<file path="src/design/lpgf_pkg.sv">
`default_nettype none

package lpgf_pkg;

    // Field and internal widths
    localparam int SENSOR_COUNT = 5;
    localparam int MID_SENSOR   = SENSOR_COUNT / 2;
    localparam int RATE_W       = 16;
    localparam int STEER_W      = 14;
    localparam int LOFFS_W      = 10;
    localparam int OFFSET_W     = 19;
    localparam int HEAD_W       = 24;
    localparam int ERR_W        = 24;
    localparam int MUL_A_W      = 27;
    localparam int MUL_B_W      = 18;
    localparam int PROD_W       = 45;
    localparam int WIDE_W       = 48;
    localparam int WEIGHT_W     = 17;
    localparam int CFG_IDX_W    = 3;
    localparam int CFG_DATA_W   = 17;

    localparam logic [WEIGHT_W-1:0] WEIGHT_ONE = 17'd65536;

    localparam logic signed [WIDE_W-1:0] STEER_MAX = 48'sd7680;
    localparam logic signed [WIDE_W-1:0] LOFFS_MAX = 48'sd384;

    // Register indexes
    localparam logic [CFG_IDX_W-1:0] REG_BLEND_WEIGHT  = 3'd0;
    localparam logic [CFG_IDX_W-1:0] REG_ERROR_SCALE   = 3'd1;
    localparam logic [CFG_IDX_W-1:0] REG_SMOOTH_WEIGHT = 3'd2;
    localparam logic [CFG_IDX_W-1:0] REG_STEP_TIME     = 3'd3;
    localparam logic [CFG_IDX_W-1:0] REG_HEADING_LIMIT = 3'd4;
    localparam logic [CFG_IDX_W-1:0] REG_ERROR_LIMIT   = 3'd5;

    // Register reset values
    localparam logic [16:0] RST_BLEND_WEIGHT  = 17'd45875;
    localparam logic [6:0]  RST_ERROR_SCALE   = 7'd10;
    localparam logic [16:0] RST_SMOOTH_WEIGHT = 17'd32768;
    localparam logic [15:0] RST_STEP_TIME     = 16'd197;
    localparam logic [14:0] RST_HEADING_LIMIT = 15'd2560;
    localparam logic [14:0] RST_ERROR_LIMIT   = 15'd7680;

    typedef struct packed {
        logic [16:0] blend_weight;
        logic [6:0]  error_scale;
        logic [16:0] smooth_weight;
        logic [15:0] step_time;
        logic [14:0] heading_limit;
        logic [14:0] error_limit;
    } t_cfg;

    typedef enum logic [2:0] {
        A_RATE_SUM,
        A_OFFSET,
        A_HEAD,
        A_PROD,
        A_X,
        A_FILT
    } t_a_sel;

    typedef enum logic [2:0] {
        B_STEP,
        B_W,
        B_WC,
        B_ES,
        B_S,
        B_SC
    } t_b_sel;

    typedef enum logic [1:0] {
        ACC_HOLD,
        ACC_LOAD,
        ACC_ADD
    } t_acc_op;

    typedef enum logic [1:0] {
        HEAD_HOLD,
        HEAD_INTEG,
        HEAD_BLEND
    } t_head_op;

    typedef struct packed {
        logic     take;
        logic     mul_en;
        t_a_sel   a_sel;
        t_b_sel   b_sel;
        t_acc_op  acc_op;
        t_head_op head_op;
        logic     x_load;
        logic     filt_load;
        logic     out_load;
    } t_cmd;

    // Round to nearest, ties away from zero, then shift right
    function automatic logic signed [WIDE_W-1:0] round_shift(
        input logic signed [WIDE_W-1:0] v,
        input int unsigned              sh
    );
        logic signed [WIDE_W-1:0] half;
        half = 48'sd1 <<< (sh - 1);
        if (v < 0) begin
            round_shift = (v + half - 48'sd1) >>> sh;
        end else begin
            round_shift = (v + half) >>> sh;
        end
    endfunction

    function automatic logic signed [WIDE_W-1:0] clamp_sym(
        input logic signed [WIDE_W-1:0] v,
        input logic signed [WIDE_W-1:0] lim
    );
        if (v > lim) begin
            clamp_sym = lim;
        end else if (v < -lim) begin
            clamp_sym = -lim;
        end else begin
            clamp_sym = v;
        end
    endfunction

    // Gain-scaled rounded mean of lit sensor positions, signed Q2.16.
    // Positions: -1.5, -0.3, 0, 0.3, 1.5; edge patterns carry gain 10 or 4.
    function automatic logic signed [OFFSET_W-1:0] line_offset_of(
        input logic [SENSOR_COUNT-1:0] bits
    );
        case (bits)
            5'd0:    line_offset_of = 19'sd0;
            5'd1:    line_offset_of = -19'sd98304;
            5'd2:    line_offset_of = -19'sd19661;
            5'd3:    line_offset_of = -19'sd58983;
            5'd4:    line_offset_of = 19'sd0;
            5'd5:    line_offset_of = -19'sd49152;
            5'd6:    line_offset_of = -19'sd9831;
            5'd7:    line_offset_of = -19'sd157288;
            5'd8:    line_offset_of = 19'sd19661;
            5'd9:    line_offset_of = -19'sd39322;
            5'd10:   line_offset_of = 19'sd0;
            5'd11:   line_offset_of = -19'sd32768;
            5'd12:   line_offset_of = 19'sd9831;
            5'd13:   line_offset_of = -19'sd26214;
            5'd14:   line_offset_of = 19'sd0;
            5'd15:   line_offset_of = -19'sd245760;
            5'd16:   line_offset_of = 19'sd98304;
            5'd17:   line_offset_of = 19'sd0;
            5'd18:   line_offset_of = 19'sd39322;
            5'd19:   line_offset_of = -19'sd6554;
            5'd20:   line_offset_of = 19'sd49152;
            5'd21:   line_offset_of = 19'sd0;
            5'd22:   line_offset_of = 19'sd26214;
            5'd23:   line_offset_of = -19'sd4915;
            5'd24:   line_offset_of = 19'sd58983;
            5'd25:   line_offset_of = 19'sd6554;
            5'd26:   line_offset_of = 19'sd32768;
            5'd27:   line_offset_of = 19'sd0;
            5'd28:   line_offset_of = 19'sd157288;
            5'd29:   line_offset_of = 19'sd4915;
            5'd30:   line_offset_of = 19'sd245760;
            5'd31:   line_offset_of = 19'sd0;
            default: line_offset_of = 19'sd0;
        endcase
    endfunction

endpackage

`default_nettype wire

</file>
<file path="src/design/lpgf_in_if.sv">
`default_nettype none

interface lpgf_in_if;
    import lpgf_pkg::*;

    logic                      valid;
    logic                      ready;
    logic [SENSOR_COUNT-1:0]   line_bits;
    logic signed [RATE_W-1:0]  turn_rate;

    modport source (output valid, output line_bits, output turn_rate, input ready);
    modport sink   (input valid, input line_bits, input turn_rate, output ready);
endinterface

`default_nettype wire

</file>
<file path="src/design/lpgf_out_if.sv">
`default_nettype none

interface lpgf_out_if;
    import lpgf_pkg::*;

    logic                      valid;
    logic                      ready;
    logic signed [STEER_W-1:0] steer_error;
    logic signed [LOFFS_W-1:0] line_offset;

    modport source (output valid, output steer_error, output line_offset, input ready);
    modport sink   (input valid, input steer_error, input line_offset, output ready);
endinterface

`default_nettype wire

</file>
<file path="src/design/lpgf_cfg_if.sv">
`default_nettype none

interface lpgf_cfg_if;
    import lpgf_pkg::*;

    logic                  valid;
    logic                  ready;
    logic [CFG_IDX_W-1:0]  index;
    logic [CFG_DATA_W-1:0] data;

    modport source (output valid, output index, output data, input ready);
    modport sink   (input valid, input index, input data, output ready);
endinterface

`default_nettype wire

</file>
<file path="src/design/lpgf_dp.sv">
`default_nettype none

module lpgf_dp (
    input  logic                                    i_clk,
    input  logic                                    i_rst_n,
    input  lpgf_pkg::t_cmd                          i_cmd,
    input  lpgf_pkg::t_cfg                          i_cfg,
    input  logic [lpgf_pkg::SENSOR_COUNT-1:0]       i_line_bits,
    input  logic signed [lpgf_pkg::RATE_W-1:0]      i_turn_rate,
    output logic signed [lpgf_pkg::STEER_W-1:0]     o_steer_error,
    output logic signed [lpgf_pkg::LOFFS_W-1:0]     o_line_offset
);
    import lpgf_pkg::*;

    logic signed [RATE_W-1:0]   r_rate;
    logic signed [RATE_W-1:0]   r_prev_rate;
    logic signed [OFFSET_W-1:0] r_offset;
    logic                       r_active;
    logic signed [HEAD_W-1:0]   r_head;
    logic signed [ERR_W-1:0]    r_filt;
    logic signed [ERR_W-1:0]    r_x;
    logic signed [PROD_W-1:0]   r_prod;
    logic signed [PROD_W-1:0]   r_acc;
    logic signed [STEER_W-1:0]  r_steer;
    logic signed [LOFFS_W-1:0]  r_loffs;

    logic [WEIGHT_W-1:0]        w_sat, w_cmp, s_sat, s_cmp;
    logic signed [MUL_A_W-1:0]  mul_a;
    logic signed [MUL_B_W-1:0]  mul_b;
    logic signed [PROD_W-1:0]   mul_full;
    logic signed [OFFSET_W-1:0] offs_in;
    logic signed [WIDE_W-1:0]   head_lim, err_lim;
    logic signed [WIDE_W-1:0]   head_integ, acc_rnd, x_next, steer_next, loffs_next;

    // Weights above one act as one
    assign w_sat = (i_cfg.blend_weight > WEIGHT_ONE) ? WEIGHT_ONE : i_cfg.blend_weight;
    assign w_cmp = WEIGHT_ONE - w_sat;
    assign s_sat = (i_cfg.smooth_weight > WEIGHT_ONE) ? WEIGHT_ONE : i_cfg.smooth_weight;
    assign s_cmp = WEIGHT_ONE - s_sat;

    assign head_lim = {25'd0, i_cfg.heading_limit, 8'd0};
    assign err_lim  = {25'd0, i_cfg.error_limit, 8'd0};

    always_comb begin
        case (i_cmd.a_sel)
            A_RATE_SUM: mul_a = MUL_A_W'(r_prev_rate) + MUL_A_W'(r_rate);
            A_OFFSET:   mul_a = MUL_A_W'(r_offset);
            A_HEAD:     mul_a = MUL_A_W'(r_head);
            A_PROD:     mul_a = r_prod[MUL_A_W-1:0];
            A_X:        mul_a = MUL_A_W'(r_x);
            A_FILT:     mul_a = MUL_A_W'(r_filt);
            default:    mul_a = '0;
        endcase
        case (i_cmd.b_sel)
            B_STEP:  mul_b = MUL_B_W'(i_cfg.step_time);
            B_W:     mul_b = MUL_B_W'(w_sat);
            B_WC:    mul_b = MUL_B_W'(w_cmp);
            B_ES:    mul_b = MUL_B_W'(i_cfg.error_scale);
            B_S:     mul_b = MUL_B_W'(s_sat);
            B_SC:    mul_b = MUL_B_W'(s_cmp);
            default: mul_b = '0;
        endcase
    end

    // Signed 27x18 product, sign-extended to the accumulator width
    assign mul_full = PROD_W'(mul_a) * PROD_W'(mul_b);

    assign offs_in    = line_offset_of(i_line_bits);
    assign head_integ = clamp_sym(WIDE_W'(r_head) + round_shift(WIDE_W'(r_prod), 9), head_lim);
    assign acc_rnd    = round_shift(WIDE_W'(r_acc), 16);
    assign x_next     = clamp_sym(r_active ? acc_rnd : WIDE_W'(r_filt), err_lim);
    assign steer_next = clamp_sym(round_shift(WIDE_W'(r_filt), 8), STEER_MAX);
    assign loffs_next = clamp_sym(round_shift(WIDE_W'(r_offset), 8), LOFFS_MAX);

    // Filter state
    always_ff @(posedge i_clk) begin
        if (!i_rst_n) begin
            r_head      <= '0;
            r_prev_rate <= '0;
            r_filt      <= '0;
        end else begin
            case (i_cmd.head_op)
                HEAD_INTEG: r_head <= head_integ[HEAD_W-1:0];
                HEAD_BLEND: if (r_active) begin
                    r_head <= acc_rnd[HEAD_W-1:0];
                end
                default: ;
            endcase
            if (i_cmd.filt_load) begin
                r_filt      <= acc_rnd[ERR_W-1:0];
                r_prev_rate <= r_rate;
            end
        end
    end

    // Working registers
    always_ff @(posedge i_clk) begin
        if (i_cmd.take) begin
            r_rate   <= i_turn_rate;
            r_offset <= offs_in;
            r_active <= (offs_in != '0) || i_line_bits[MID_SENSOR];
        end
        if (i_cmd.mul_en) begin
            r_prod <= mul_full;
        end
        case (i_cmd.acc_op)
            ACC_LOAD: r_acc <= r_prod;
            ACC_ADD:  r_acc <= r_acc + r_prod;
            default:  ;
        endcase
        if (i_cmd.x_load) begin
            r_x <= x_next[ERR_W-1:0];
        end
        if (i_cmd.out_load) begin
            r_steer <= steer_next[STEER_W-1:0];
            r_loffs <= loffs_next[LOFFS_W-1:0];
        end
    end

    assign o_steer_error = r_steer;
    assign o_line_offset = r_loffs;

endmodule

`default_nettype wire

</file>
<file path="src/design/lpgf_ctrl.sv">
`default_nettype none

module lpgf_ctrl (
    input  logic           i_clk,
    input  logic           i_rst_n,
    input  logic           i_in_valid,
    output logic           o_in_ready,
    input  logic           i_out_ready,
    output logic           o_out_valid,
    output lpgf_pkg::t_cmd o_cmd
);
    import lpgf_pkg::*;

    typedef enum logic [1:0] {
        S_IDLE,
        S_RUN,
        S_PUT
    } t_state;

    localparam logic [3:0] LAST_STEP = 4'd10;

    t_state     r_state;
    logic [3:0] r_step;
    logic       r_out_valid;
    logic       accept;
    logic       slot_free;

    assign o_in_ready  = (r_state == S_IDLE);
    assign accept      = i_in_valid && o_in_ready;
    assign slot_free   = !r_out_valid || i_out_ready;
    assign o_out_valid = r_out_valid;

    // Step schedule: multiply in one step, consume the product in the next
    always_comb begin
        o_cmd          = '0;
        o_cmd.a_sel    = A_RATE_SUM;
        o_cmd.b_sel    = B_STEP;
        o_cmd.acc_op   = ACC_HOLD;
        o_cmd.head_op  = HEAD_HOLD;
        o_cmd.take     = accept;
        o_cmd.out_load = (r_state == S_PUT) && slot_free;
        if (r_state == S_RUN) begin
            case (r_step)
                4'd0: begin
                    o_cmd.mul_en = 1'b1;
                end
                4'd1: begin
                    o_cmd.mul_en  = 1'b1;
                    o_cmd.a_sel   = A_OFFSET;
                    o_cmd.b_sel   = B_W;
                    o_cmd.head_op = HEAD_INTEG;
                end
                4'd2: begin
                    o_cmd.mul_en = 1'b1;
                    o_cmd.a_sel  = A_HEAD;
                    o_cmd.b_sel  = B_WC;
                    o_cmd.acc_op = ACC_LOAD;
                end
                4'd3: begin
                    o_cmd.mul_en = 1'b1;
                    o_cmd.a_sel  = A_OFFSET;
                    o_cmd.b_sel  = B_ES;
                    o_cmd.acc_op = ACC_ADD;
                end
                4'd4: begin
                    o_cmd.mul_en  = 1'b1;
                    o_cmd.a_sel   = A_PROD;
                    o_cmd.b_sel   = B_W;
                    o_cmd.head_op = HEAD_BLEND;
                end
                4'd5: begin
                    o_cmd.mul_en = 1'b1;
                    o_cmd.a_sel  = A_HEAD;
                    o_cmd.b_sel  = B_WC;
                    o_cmd.acc_op = ACC_LOAD;
                end
                4'd6: begin
                    o_cmd.mul_en = 1'b1;
                    o_cmd.a_sel  = A_FILT;
                    o_cmd.b_sel  = B_SC;
                    o_cmd.acc_op = ACC_ADD;
                end
                4'd7: begin
                    o_cmd.x_load = 1'b1;
                    o_cmd.acc_op = ACC_LOAD;
                end
                4'd8: begin
                    o_cmd.mul_en = 1'b1;
                    o_cmd.a_sel  = A_X;
                    o_cmd.b_sel  = B_S;
                end
                4'd9: begin
                    o_cmd.acc_op = ACC_ADD;
                end
                4'd10: begin
                    o_cmd.filt_load = 1'b1;
                end
                default: ;
            endcase
        end
    end

    always_ff @(posedge i_clk) begin
        if (!i_rst_n) begin
            r_state     <= S_IDLE;
            r_step      <= '0;
            r_out_valid <= 1'b0;
        end else begin
            case (r_state)
                S_IDLE: if (accept) begin
                    r_state <= S_RUN;
                    r_step  <= '0;
                end
                S_RUN: if (r_step == LAST_STEP) begin
                    r_state <= S_PUT;
                end else begin
                    r_step <= r_step + 4'd1;
                end
                S_PUT: if (slot_free) begin
                    r_state <= S_IDLE;
                end
                default: r_state <= S_IDLE;
            endcase
            if (o_cmd.out_load) begin
                r_out_valid <= 1'b1;
            end else if (i_out_ready) begin
                r_out_valid <= 1'b0;
            end
        end
    end

    a_accept_starts_run: assert property (@(posedge i_clk) disable iff (!i_rst_n)
        accept |=> (r_state == S_RUN) && (r_step == '0))
        else $error("accepted beat did not start the step sequence");

    a_run_ends_in_put: assert property (@(posedge i_clk) disable iff (!i_rst_n)
        (r_state == S_RUN) && (r_step == LAST_STEP) |=> (r_state == S_PUT))
        else $error("step sequence did not hand over to output");

    a_load_shows_result: assert property (@(posedge i_clk) disable iff (!i_rst_n)
        o_cmd.out_load |=> o_out_valid)
        else $error("loaded result not presented");

    a_result_held: assert property (@(posedge i_clk) disable iff (!i_rst_n)
        o_out_valid && !i_out_ready |=> o_out_valid)
        else $error("waiting result dropped");

endmodule

`default_nettype wire

</file>
<file path="src/design/line_position_gyro_fusion.sv">
// A beat accepted while idle runs through 11 steps of the shared 27x18 multiplier and
// accumulator, then the output write. No new beat is taken until that write; a result
// left untaken holds the block in its output step.
// Reset (i_rst_n, synchronous, active low): registers to defaults, filter state zero.
`default_nettype none

module line_position_gyro_fusion (
    input  logic          i_clk,
    input  logic          i_rst_n,
    lpgf_in_if.sink       i_in,
    lpgf_out_if.source    o_out,
    lpgf_cfg_if.sink      i_cfg
);
    import lpgf_pkg::*;

    t_cfg r_cfg;
    t_cmd cmd;

    // Configuration writes are always taken; unknown indexes are dropped
    assign i_cfg.ready = 1'b1;

    always_ff @(posedge i_clk) begin
        if (!i_rst_n) begin
            r_cfg.blend_weight  <= RST_BLEND_WEIGHT;
            r_cfg.error_scale   <= RST_ERROR_SCALE;
            r_cfg.smooth_weight <= RST_SMOOTH_WEIGHT;
            r_cfg.step_time     <= RST_STEP_TIME;
            r_cfg.heading_limit <= RST_HEADING_LIMIT;
            r_cfg.error_limit   <= RST_ERROR_LIMIT;
        end else if (i_cfg.valid) begin
            case (i_cfg.index)
                REG_BLEND_WEIGHT:  r_cfg.blend_weight  <= i_cfg.data[16:0];
                REG_ERROR_SCALE:   r_cfg.error_scale   <= i_cfg.data[6:0];
                REG_SMOOTH_WEIGHT: r_cfg.smooth_weight <= i_cfg.data[16:0];
                REG_STEP_TIME:     r_cfg.step_time     <= i_cfg.data[15:0];
                REG_HEADING_LIMIT: r_cfg.heading_limit <= i_cfg.data[14:0];
                REG_ERROR_LIMIT:   r_cfg.error_limit   <= i_cfg.data[14:0];
                default: ;
            endcase
        end
    end

    // Sequencer: walks the multiply schedule and owns the handshakes
    lpgf_ctrl u_ctrl (
        .i_clk       (i_clk),
        .i_rst_n     (i_rst_n),
        .i_in_valid  (i_in.valid),
        .o_in_ready  (i_in.ready),
        .i_out_ready (o_out.ready),
        .o_out_valid (o_out.valid),
        .o_cmd       (cmd)
    );

    // Datapath: offset table, heading integrator, blend and low-pass filter
    lpgf_dp u_dp (
        .i_clk         (i_clk),
        .i_rst_n       (i_rst_n),
        .i_cmd         (cmd),
        .i_cfg         (r_cfg),
        .i_line_bits   (i_in.line_bits),
        .i_turn_rate   (i_in.turn_rate),
        .o_steer_error (o_out.steer_error),
        .o_line_offset (o_out.line_offset)
    );

endmodule

`default_nettype wire

</file>
<file path="src/flat_wrapper.sv">
// flat-port wrapper written by rule: the top's interface ports become plain ports
module line_position_gyro_fusion_flat import lpgf_pkg::*;
  (i_clk, i_rst_n, i_in_valid, i_in_line_bits, i_in_turn_rate, i_in_ready, o_out_valid, o_out_steer_error, o_out_line_offset, o_out_ready, i_cfg_valid, i_cfg_index, i_cfg_data, i_cfg_ready);
  lpgf_in_if i_in_i ();
  lpgf_out_if o_out_i ();
  lpgf_cfg_if i_cfg_i ();
  input  logic i_clk;
  input  logic i_rst_n;
  input wire logic [$bits(i_in_i.valid)-1:0] i_in_valid;
  input wire logic [$bits(i_in_i.line_bits)-1:0] i_in_line_bits;
  input wire logic [$bits(i_in_i.turn_rate)-1:0] i_in_turn_rate;
  output wire logic [$bits(i_in_i.ready)-1:0] i_in_ready;
  output wire logic [$bits(o_out_i.valid)-1:0] o_out_valid;
  output wire logic [$bits(o_out_i.steer_error)-1:0] o_out_steer_error;
  output wire logic [$bits(o_out_i.line_offset)-1:0] o_out_line_offset;
  input wire logic [$bits(o_out_i.ready)-1:0] o_out_ready;
  input wire logic [$bits(i_cfg_i.valid)-1:0] i_cfg_valid;
  input wire logic [$bits(i_cfg_i.index)-1:0] i_cfg_index;
  input wire logic [$bits(i_cfg_i.data)-1:0] i_cfg_data;
  output wire logic [$bits(i_cfg_i.ready)-1:0] i_cfg_ready;
  assign i_in_i.valid = i_in_valid;
  assign i_in_i.line_bits = i_in_line_bits;
  assign i_in_i.turn_rate = i_in_turn_rate;
  assign i_in_ready = i_in_i.ready;
  assign o_out_valid = o_out_i.valid;
  assign o_out_steer_error = o_out_i.steer_error;
  assign o_out_line_offset = o_out_i.line_offset;
  assign o_out_i.ready = o_out_ready;
  assign i_cfg_i.valid = i_cfg_valid;
  assign i_cfg_i.index = i_cfg_index;
  assign i_cfg_i.data = i_cfg_data;
  assign i_cfg_ready = i_cfg_i.ready;
  line_position_gyro_fusion u_core (.i_clk(i_clk), .i_rst_n(i_rst_n), .i_in(i_in_i), .o_out(o_out_i), .i_cfg(i_cfg_i));
endmodule
</file>
<file path="config.mk">
export PLATFORM = sky130hd
export DESIGN_NAME = line_position_gyro_fusion_flat
export DESIGN_NICKNAME = d
export VERILOG_FILES = /design/src/design/lpgf_pkg.sv /design/src/design/lpgf_in_if.sv /design/src/design/lpgf_out_if.sv /design/src/design/lpgf_cfg_if.sv /design/src/design/lpgf_dp.sv /design/src/design/lpgf_ctrl.sv /design/src/design/line_position_gyro_fusion.sv /design/src/flat_wrapper.sv
export SDC_FILE = /design/constraint.sdc
export NUM_CORES = 2
export LEC_CHECK = 0
export BUFFER_PORTS_ARGS = -buffer_cell sky130_fd_sc_hd__clkbuf_2
export CORE_ASPECT_RATIO = 0.7
export CORE_MARGIN = 5
export CORE_UTILIZATION = 35
export DETAILED_ROUTE_END_ITERATION = 10
export PLACE_DENSITY_LB_ADDON = 0.3
export SLEW_MARGIN = 0
export SYNTH_ARGS = -nofsm -noshare
export SYNTH_HDL_FRONTEND = slang
export SYNTH_SLANG_ARGS = --single-unit
</file>
<file path="constraint.sdc">
create_clock -name i_clk -period 10.6 [get_ports i_clk]
set_clock_uncertainty 0.1 [all_clocks]
set_input_delay 2.12 -clock i_clk [delete_from_list [all_inputs] [get_ports i_clk]]
set_output_delay 2.12 -clock i_clk [all_outputs]
set_load 0.1 [all_outputs]
</file>
# Word-level counts from Yosys, hierarchy flattened

Memory sizes are Yosys's and may differ from the RTL's.
Index checks and enable logic that the tools add are counted.

Input bits: 46
Output and inout bits: 27
ROM bits: 608
Memories kept: 1
Flip-flop bits (word level): 332
Word-level logic and storage cells: 155

Memories:

| name            | depth | bits a word | read ports | clocked after memory_dff | wr ports | line            | source |
|---|---|---|---|---|---|---|---|
| (no name shown) | 32    | 19          | 1          | 0                        | 0        | lpgf_pkg.sv:126 | `case (bits)` |

Multiply operators: 1
Mux-type cells: 34
Reductions and logical operators: 30
Magnitude comparators: 14
Equality and inequality tests: 36
Add/subtract/negate cells: 16

Operator list:

| kind                                                          | count |
|---|---|
| two-way mux 48 bit                                            | 5 |
| subtractor 48 x 2 -> 48 bit (second input constant)           | 4 |
| case mux 27 bit (6 select lines)                              | 1 |
| case mux 17 bit (6 select lines)                              | 1 |
| > comparator 48 x 24 -> 1 bit                                 | 2 |
| less-than comparator 48 bit                                   | 2 |
| two-way mux 24 bit                                            | 4 |
| negator 23 -> 48 bit                                          | 2 |
| less-than comparator 45 x 1 -> 1 bit (second input constant)  | 2 |
| case mux 45 bit (2 select lines)                              | 1 |
| adder 24 x 48 -> 48 bit                                       | 1 |
| > comparator 48 x 10 -> 1 bit (second input constant)         | 1 |
| > comparator 48 x 14 -> 1 bit (second input constant)         | 1 |
| less-than comparator 48 x 10 -> 1 bit (second input constant) | 1 |
| less-than comparator 48 x 14 -> 1 bit (second input constant) | 1 |
| case mux 24 bit (2 select lines)                              | 1 |
| adder 45 x 10 -> 46 bit (second input constant)               | 1 |
| adder 45 x 17 -> 46 bit (second input constant)               | 1 |
| adder 45 bit                                                  | 1 |
| multiplier 27 x 18 -> 45 bit                                  | 1 |
| case mux 6 bit (6 select lines)                               | 1 |
| > comparator 17 bit (second input constant)                   | 2 |
| two-way mux 17 bit                                            | 2 |
| subtractor 17 bit (first input constant)                      | 2 |
| other kinds (40)                                              | 90 |

# Depth between registers and ports, before layout

Depth after elaboration: 8
Depth in mapped cells: 41
Mapped depth without buffers: 40

# Modules after synthesis

A second synthesis with hierarchy kept.

Cells, all modules: 5444
Area, all modules: 45741.4 sq um

Modules (own cells, without submodules):

| module                    | area each (sq um) | cells each | instances | seq. area each (sq um) |
|---|---|---|---|---|
| lpgf_dp                   | 41756.3           | 5041       | 1         | 6356.1 |
| line_position_gyro_fusion | 3398.3            | 331        | 1         | 1741.7 |
| lpgf_ctrl                 | 586.8             | 72         | 1         | 140.1 |

# Worst setup path after synthesis

No wires, ideal clock.

Path type: reg2reg
From: reg u_core.u_dp.r_rate[0]
To: reg u_core.u_dp.r_prod[38] (data pin)
Setup slack: 0.765 ns
Arrival time: 9.470 ns
Period minus slack after synthesis: 9.835 ns
Setup time: 0.265 ns
Cell stages (with the launch flop): 36
Path buffers: 0
Cell sequence: edfxtp_1 > ha_1 > fa_1 > a21o_1 > a21oi_1 > o21bai_1 > a21oi_1 > o21bai_1 > a21oi_1 > xor2_1 > nor2_1 > a2111oi_0 > nor2_1 > fa_1 > inv_1 > fa_1 > fa_1 > inv_1 > fa_1 > fa_1 > inv_1 > fa_1 > inv_1 > ha_1 > o21a_1 > o21a_1 > o21a_1 > o21a_1 > o21a_1 > o221ai_1 > o211ai_1 > a31oi_1 > nor2b_1 > o41ai_1 > o21ai_0 > xor2_1

Longest elaborated chain between the ends: 3

Ends and longest elaborated chain:

| item                               | line           | source |
|---|---|---|
| start: declaration                 | lpgf_dp.sv:15  | `logic signed [RATE_W-1:0] r_rate;` |
| start signal: assignment           | lpgf_dp.sv:99  | `r_rate <= i_turn_rate;` |
| adder 16 x 16 -> 17 bit            | lpgf_dp.sv:46  | `A_RATE_SUM: mul_a = MUL_A_W'(r_prev_rate) + MUL_A_W'(r_rate);` |
| case mux 27 bit (6 select lines)   | lpgf_dp.sv:45  | `case (i_cmd.a_sel)` |
| multiplier 27 x 18 -> 45 bit       | lpgf_dp.sv:66  | `assign mul_full = PROD_W'(mul_a) * PROD_W'(mul_b);` |
| named net u_core.u_dp.mul_full[38] | lpgf_dp.sv:30  | `logic signed [PROD_W-1:0] mul_full;` |
| end signal: assignment             | lpgf_dp.sv:104 | `r_prod <= mul_full;` |
| end: declaration                   | lpgf_dp.sv:22  | `logic signed [PROD_W-1:0] r_prod;` |

The timed path passes the listed nets, and every way through them passes these cells.
A chain may end at the register's enable or synchronous reset.

# Final worst setup path

From: reg u_core.u_ctrl.r_step[0]
To: reg u_core.u_dp.r_prod[38] (data pin)

Longest elaborated chain between the ends: 7
Elaborated cells on any way between the ends: 25
Classes of those cells: mul: 1; eq/ne: 17; mux: 4; reduce/logical: 3

Ends and longest elaborated chain:

| item                                                                                        | line                         | source |
|---|---|---|
| start: declaration                                                                          | lpgf_ctrl.sv:23              | `logic [3:0] r_step;` |
| start signal: assignment                                                                    | lpgf_ctrl.sv:117             | `r_step <= r_step + 4'd1;` |
| equality test 4 x 3 -> 1 bit / equality test 4 x 2 -> 1 bit (equally long branches)         | lpgf_ctrl.sv:43              | `case (r_step)` |
| OR reduction 2 bit (no source line)                                                         | -                            |  |
| case mux 6 bit (6 select lines) (*)                                                         | lpgf_ctrl.sv:43              |  |
| two-way mux 13 bit (*)                                                                      | lpgf_ctrl.sv:42              | `if (r_state == S_RUN) begin` |
| equality test 3 bit, or another cell as far along                                           | lpgf_dp.sv:45                |  |
| case mux 27 bit (6 select lines) / case mux 17 bit (6 select lines) (equally long branches) | lpgf_dp.sv:45, lpgf_dp.sv:54 |  |
| multiplier 27 x 18 -> 45 bit (*)                                                            | lpgf_dp.sv:66                |  |
| named net u_core.u_dp.mul_full[38]                                                          | lpgf_dp.sv:30                |  |

The timed path passes the listed nets; every way through them passes the cells marked *.

==> run_summary.xml <==
<?xml version="1.0" encoding="UTF-8"?>
<metrics>
  <group name="finish">
    <metric name="areaGrowthSynthToFinish" unit="%">8.392</metric>
    <metric name="register_area" unit="µm²">8238</metric>
    <metric name="antennaDiodeCount" unit="">0</metric>
    <metric name="num-fill-cells" unit="">12900</metric>
    <metric name="layout.cells.non_filler" unit="">7078</metric>
    <metric name="multiInputGateArea" unit="µm²">33400</metric>
    <metric name="net_count_final" unit="">6213</metric>
    <metric name="layout-drive-gt1-share" unit="%">7.722</metric>
  </group>
  <group name="setup_path">
    <metric name="critPathArrivalTime" unit="ns">10.28</metric>
    <metric name="timing.critical_path.max_delay_family" unit="">adder cells</metric>
    <metric name="timing.critical_path.fanout_max" unit="">30</metric>
    <metric name="reg2reg_slack" unit="ns">0.53</metric>
    <metric name="cp.buffers_inverters" unit="">10</metric>
    <metric name="worst-r2r-cell-count" unit="">42</metric>
    <metric name="worstReg2RegEnd" unit="">u_core.u_dp.r_prod[38]</metric>
    <metric name="timing_worst_setup_path_type" unit="">flop to flop</metric>
    <metric name="critPathMaxStageDelay" unit="ns">0.65</metric>
    <metric name="r2r-start" unit="">u_core.u_ctrl.r_step[0]</metric>
    <metric name="critical_path_required" unit="ns">10.81</metric>
    <metric name="end_kind" unit="">flop</metric>
    <metric name="crit_slowest_cell" unit="">sky130_fd_sc_hd__fa_1</metric>
    <metric name="critical_path.startpoint_type" unit="">flop</metric>
  </group>
  <group name="clock_tree">
    <metric name="cts.clk_slew.worst_paths" unit="ns">0.07</metric>
    <metric name="tritoncts" unit="">built</metric>
    <metric name="cts_hold_buffers" unit="">0</metric>
    <metric name="level_count_of_the_clock_h_tree" unit="">2</metric>
    <metric name="cts_root_buf" unit="">sky130_fd_sc_hd__clkbuf_16</metric>
    <metric name="cts_num_sinks" unit="">327</metric>
    <metric name="cts_buffer_depth" unit="">3</metric>
    <metric name="insertion_delay" unit="ns">0.61</metric>
    <metric name="cts_buffers" unit="">38</metric>
  </group>
  <group name="detailed_routing">
    <metric name="postRouteAntennaNets" unit="">0</metric>
    <metric name="routed_wl" unit="mm">158.1</metric>
    <metric name="drt-pass1-iter-count" unit="">6</metric>
    <metric name="wl_per_cell" unit="µm">22.34</metric>
    <metric name="detail_route.vias_per_cell" unit="">5.578</metric>
    <metric name="num_vias" unit="">39480</metric>
    <metric name="remaining_drc_errors" unit="">0</metric>
    <metric name="iter_0_drt_violations" unit="">4488</metric>
  </group>
  <group name="synthesis">
    <metric name="synthesized_area_per_cell" unit="µm²">8.282</metric>
    <metric name="synth_top_cell_by_area" unit="">sky130_fd_sc_hd__fa_1</metric>
    <metric name="synth_cell_types" unit="">102</metric>
    <metric name="post_synthesis_cell_area" unit="µm²">44850</metric>
    <metric name="yosys_warnings" unit="">0</metric>
    <metric name="proportion_of_netlist_area_held_by_the_largest_area_contributor" unit="%">20.04</metric>
    <metric name="number_of_synthesized_flops_with_an_enable_pin" unit="">169</metric>
    <metric name="register_area_share_after_synthesis" unit="%">18.37</metric>
    <metric name="async_flop_share" unit="%">0</metric>
    <metric name="synth_cells" unit="">5415</metric>
    <metric name="synth.area.top_cells" unit="">sky130_fd_sc_hd__fa_1 20%, sky130_fd_sc_hd__edfxtp_1 11%, sky130_fd_sc_hd__ha_1 9.3%</metric>
    <metric name="dominantRegCellSynth" unit="">sky130_fd_sc_hd__edfxtp_1</metric>
    <metric name="postSynthNetCount" unit="">6245</metric>
    <metric name="postSynthRegisterBits" unit="">327</metric>
  </group>
  <group name="timing">
    <metric name="final_setup_vio_count" unit="">0</metric>
    <metric name="finalCritPeriodShare" unit="%">95.03</metric>
    <metric name="drv_slew" unit="">0</metric>
    <metric name="final-hold-violation-count" unit="">0</metric>
    <metric name="worst_tran_pin_value" unit="ns">1.235</metric>
    <metric name="timing.fmax" unit="GHz">0.09928</metric>
    <metric name="max-slew-margin-rel" unit="%">17.27</metric>
    <metric name="final.hold.worst_slack" unit="ns">0.3713</metric>
    <metric name="final.min_clock_period" unit="ns">10.07</metric>
  </group>
  <group name="min_path">
    <metric name="timing.hold.worst.class" unit="">flop to flop</metric>
    <metric name="min_from" unit="">u_core.u_dp.r_prev_rate[11]</metric>
    <metric name="holdPathEnd" unit="">u_core.u_dp.r_prev_rate[11]</metric>
    <metric name="hold_path_depth" unit="">2</metric>
  </group>
  <group name="floorplanning">
    <metric name="die-height" unit="µm">309.5</metric>
    <metric name="num_rows" unit="">109</metric>
    <metric name="floorplan.die_area" unit="µm²">135500</metric>
    <metric name="floorplan.io_pins" unit="">73</metric>
    <metric name="core-area" unit="µm²">126700</metric>
    <metric name="chipWidth" unit="µm">437.8</metric>
    <metric name="start_util" unit="%">35.40</metric>
  </group>
  <group name="outcome">
    <metric name="outcome" unit="">finished clean</metric>
  </group>
  <group name="grt">
    <metric name="grt_first_pass_wirelength" unit="mm">238.5</metric>
    <metric name="grt.overflow.total" unit="">0</metric>
    <metric name="globalRouteTotalUtil" unit="%">22.79</metric>
    <metric name="grt_pass1_vias" unit="">37360</metric>
    <metric name="grt_max_degree" unit="">110</metric>
    <metric name="antenna_found_initial" unit="">1</metric>
  </group>
  <group name="placed_design">
    <metric name="port_buffers" unit="">71</metric>
    <metric name="dpl.hpwl" unit="mm">129.5</metric>
    <metric name="gpl.final_weighted_congestion" unit="">0.9888</metric>
    <metric name="inst_count_dp" unit="">7006</metric>
  </group>
  <group name="pwr">
    <metric name="fin_total_pwr" unit="mW">11.30</metric>
    <metric name="power.leakage" unit="nW">21.31</metric>
    <metric name="powerDensity" unit="nW/µm²">232.5</metric>
    <metric name="irDropWorstVdd" unit="mV">0.2586</metric>
  </group>
  <group name="flow_run">
    <metric name="max_cap_viol_count" unit="">0</metric>
  </group>
</metrics>
## power by group
group          internal [mW]  switching, mW  leakage [nW]  total [mW]
Combinational           3.24           4.56          17.8        7.80
Clock                  0.792          0.607         0.627        1.40
Sequential              1.74          0.359          2.85        2.10
Total                   5.77           5.53          21.3        11.3
## per-stage QoR
step | utilization, % | setup WS, ns | area [µm²] | setup TNS (ns)
2_1_floorplan | - | 0.7650 | 44850 | 0
3_3_place_gp | 37.30 | 0.3264 | 47260 | 0
6_report | 38.37 | 0.5271 | 48610 | 0
3_5_place_dp | 37.30 | 0.07122 | 47260 | 0
5_1_grt | 38.37 | -0.007338 | 48610 | -0.007338
4_1_cts | 38.30 | 0.0002238 | 48520 | 0
## cell usage in the layout, fill, tap and decap left out, types with 29 or more instances in the layout
cell                        instances
sky130_fd_sc_hd__dfxtp_1          158
sky130_fd_sc_hd__nor3_1            98
sky130_fd_sc_hd__clkbuf_16         40
sky130_fd_sc_hd__a211oi_1          38
sky130_fd_sc_hd__nand2b_1          65
sky130_fd_sc_hd__clkbuf_2          70
sky130_fd_sc_hd__nand2_1          712
sky130_fd_sc_hd__or2_2             43
sky130_fd_sc_hd__and3_1            33
sky130_fd_sc_hd__nor4_1            43
sky130_fd_sc_hd__a31oi_1           39
sky130_fd_sc_hd__o21bai_1          30
sky130_fd_sc_hd__xor2_1           125
sky130_fd_sc_hd__ha_1             329
sky130_fd_sc_hd__nand3_1          127
sky130_fd_sc_hd__a21boi_0         105
sky130_fd_sc_hd__a21o_1            99
sky130_fd_sc_hd__nor2b_1           40
sky130_fd_sc_hd__mux2_2            52
sky130_fd_sc_hd__nor2_1           527
sky130_fd_sc_hd__xnor2_1          187
sky130_fd_sc_hd__edfxtp_1         169
sky130_fd_sc_hd__fa_1             448
sky130_fd_sc_hd__o211ai_1          29
sky130_fd_sc_hd__mux2i_1           57
sky130_fd_sc_hd__buf_4            110
sky130_fd_sc_hd__nand4_1           82
sky130_fd_sc_hd__o21ai_0          180
sky130_fd_sc_hd__and2_1            43
sky130_fd_sc_hd__o21a_1            45
sky130_fd_sc_hd__inv_1            629
sky130_fd_sc_hd__a21oi_1          235
## synthesized netlist by cell type, drive strengths merged, types with 44 or more instances
library cell and number:
nand2 714, inv 631, xnor2 187, xor2 125
mux2 53, ha 335, a21boi 108, nor2 531
nand3 128, nor4 48, nand4 84, mux2i 57
o21a 45, a211oi 44, nor3 106, and2 46
a21oi 245, or2 45, edfxtp 169, dfxtp 158
clkbuf 223, fa 449, o21ai 186, a21o 99
nand2b 65
## area by class of cell
cell class | instances | share of cell area (%)
Multi-Input combinational cell | 4200 | 68.72
Sequential cell | 327 | 16.95
Inverter | 632 | 4.880
Tap cell | 1665 | 4.286
Timing Repair Buffer | 184 | 2.566
Clock buffer | 52 | 2.214
Clock inverter | 18 | 0.3887
## logic make-up (layout without fill, tap and decap cells)
family / after synthesis / after routing / synth area share (%)
AOI/OAI and AO/OA: 1045 / 1045 / 15.71
xor gates and xnor gates: 312 / 312 / 6.093
adders and majority gates: 785 / 785 / 29.41
buffers and inverters: 888 / 886 / 7.547
DFF: 327 / 327 / 18.37
muxes: 112 / 112 / 2.704
other: 1 / 1 / 0.008362
and+or+nand+nor: 1945 / 1945 / 20.16
## worst min-delay path, stage by stage, from the launching register on
cell and delay, ns:
sky130_fd_sc_hd__dfxtp_1 0.31, sky130_fd_sc_hd__nand2_1 0.05, sky130_fd_sc_hd__a21boi_0 0.06
## flip-flops by register name, summed over array words and instances (netlist names)
| name | count |
|---|---|
| u_core.u_ctrl.o_out_valid | 1 |
| u_core.u_dp.r_acc | 45 |
| u_core.u_dp.r_head | 24 |
| u_core.u_dp.o_line_offset | 10 |
| u_core.u_dp.r_prev_rate | 16 |
| u_core.u_dp.r_x | 24 |
| u_core.u_dp.r_prod | 45 |
| u_core.u_dp.r_active | 1 |
| u_core.u_dp.r_offset | 14 |
| u_core.u_dp.r_rate | 16 |
| u_core.u_dp.o_steer_error | 14 |
| u_core.u_dp.r_filt | 24 |
| u_core.u_ctrl.r_step | 4 |
| u_core.u_ctrl.r_state | 2 |
| u_core.r_cfg | 87 |
## routing by layer
layer | share of wire [%] | track usage [%] | wire, µm | vias to the layer above
met3 | 13 | 8.372 | 20530 | 162
met1 | 48 | 35.15 | 75660 | 19200
li1 | - | - | - | 18320
met2 | 37 | 30.09 | 58860 | 1789
met5 | 0.018 | 0 | 28 | -
met4 | 1.9 | 4.059 | 3022 | 4
## repair_timing
item	in CTS	in global routing
resized for setup	0	18
setup endpoints to repair	0	12
buffers inserted	0	2
## worst max path at each step
| stage | from | endpoint | slack [ns] | cells past startpoint |
|---|---|---|---|---|
| 3_5_place_dp | u_core.u_ctrl.r_step[0] | u_core.u_dp.r_prod[38] | 0.07 | 41 |
| 5_1_grt | u_core.u_ctrl.r_step[1] | u_core.u_dp.r_prod[38] | -0.007 | 40 |
| 3_3_place_gp | u_core.u_ctrl.r_step[0] | u_core.u_dp.r_prod[38] | 0.33 | 41 |
| 2_1_floorplan | u_core.u_dp.r_rate[0] | u_core.u_dp.r_prod[38] | 0.76 | 35 |
| 6_report | u_core.u_ctrl.r_step[0] | u_core.u_dp.r_prod[38] | 0.53 | 42 |
| 4_1_cts | u_core.u_ctrl.r_step[0] | u_core.u_dp.r_prod[38] | 0.0002 | 41 |
(Power assumes the default switching activity.)
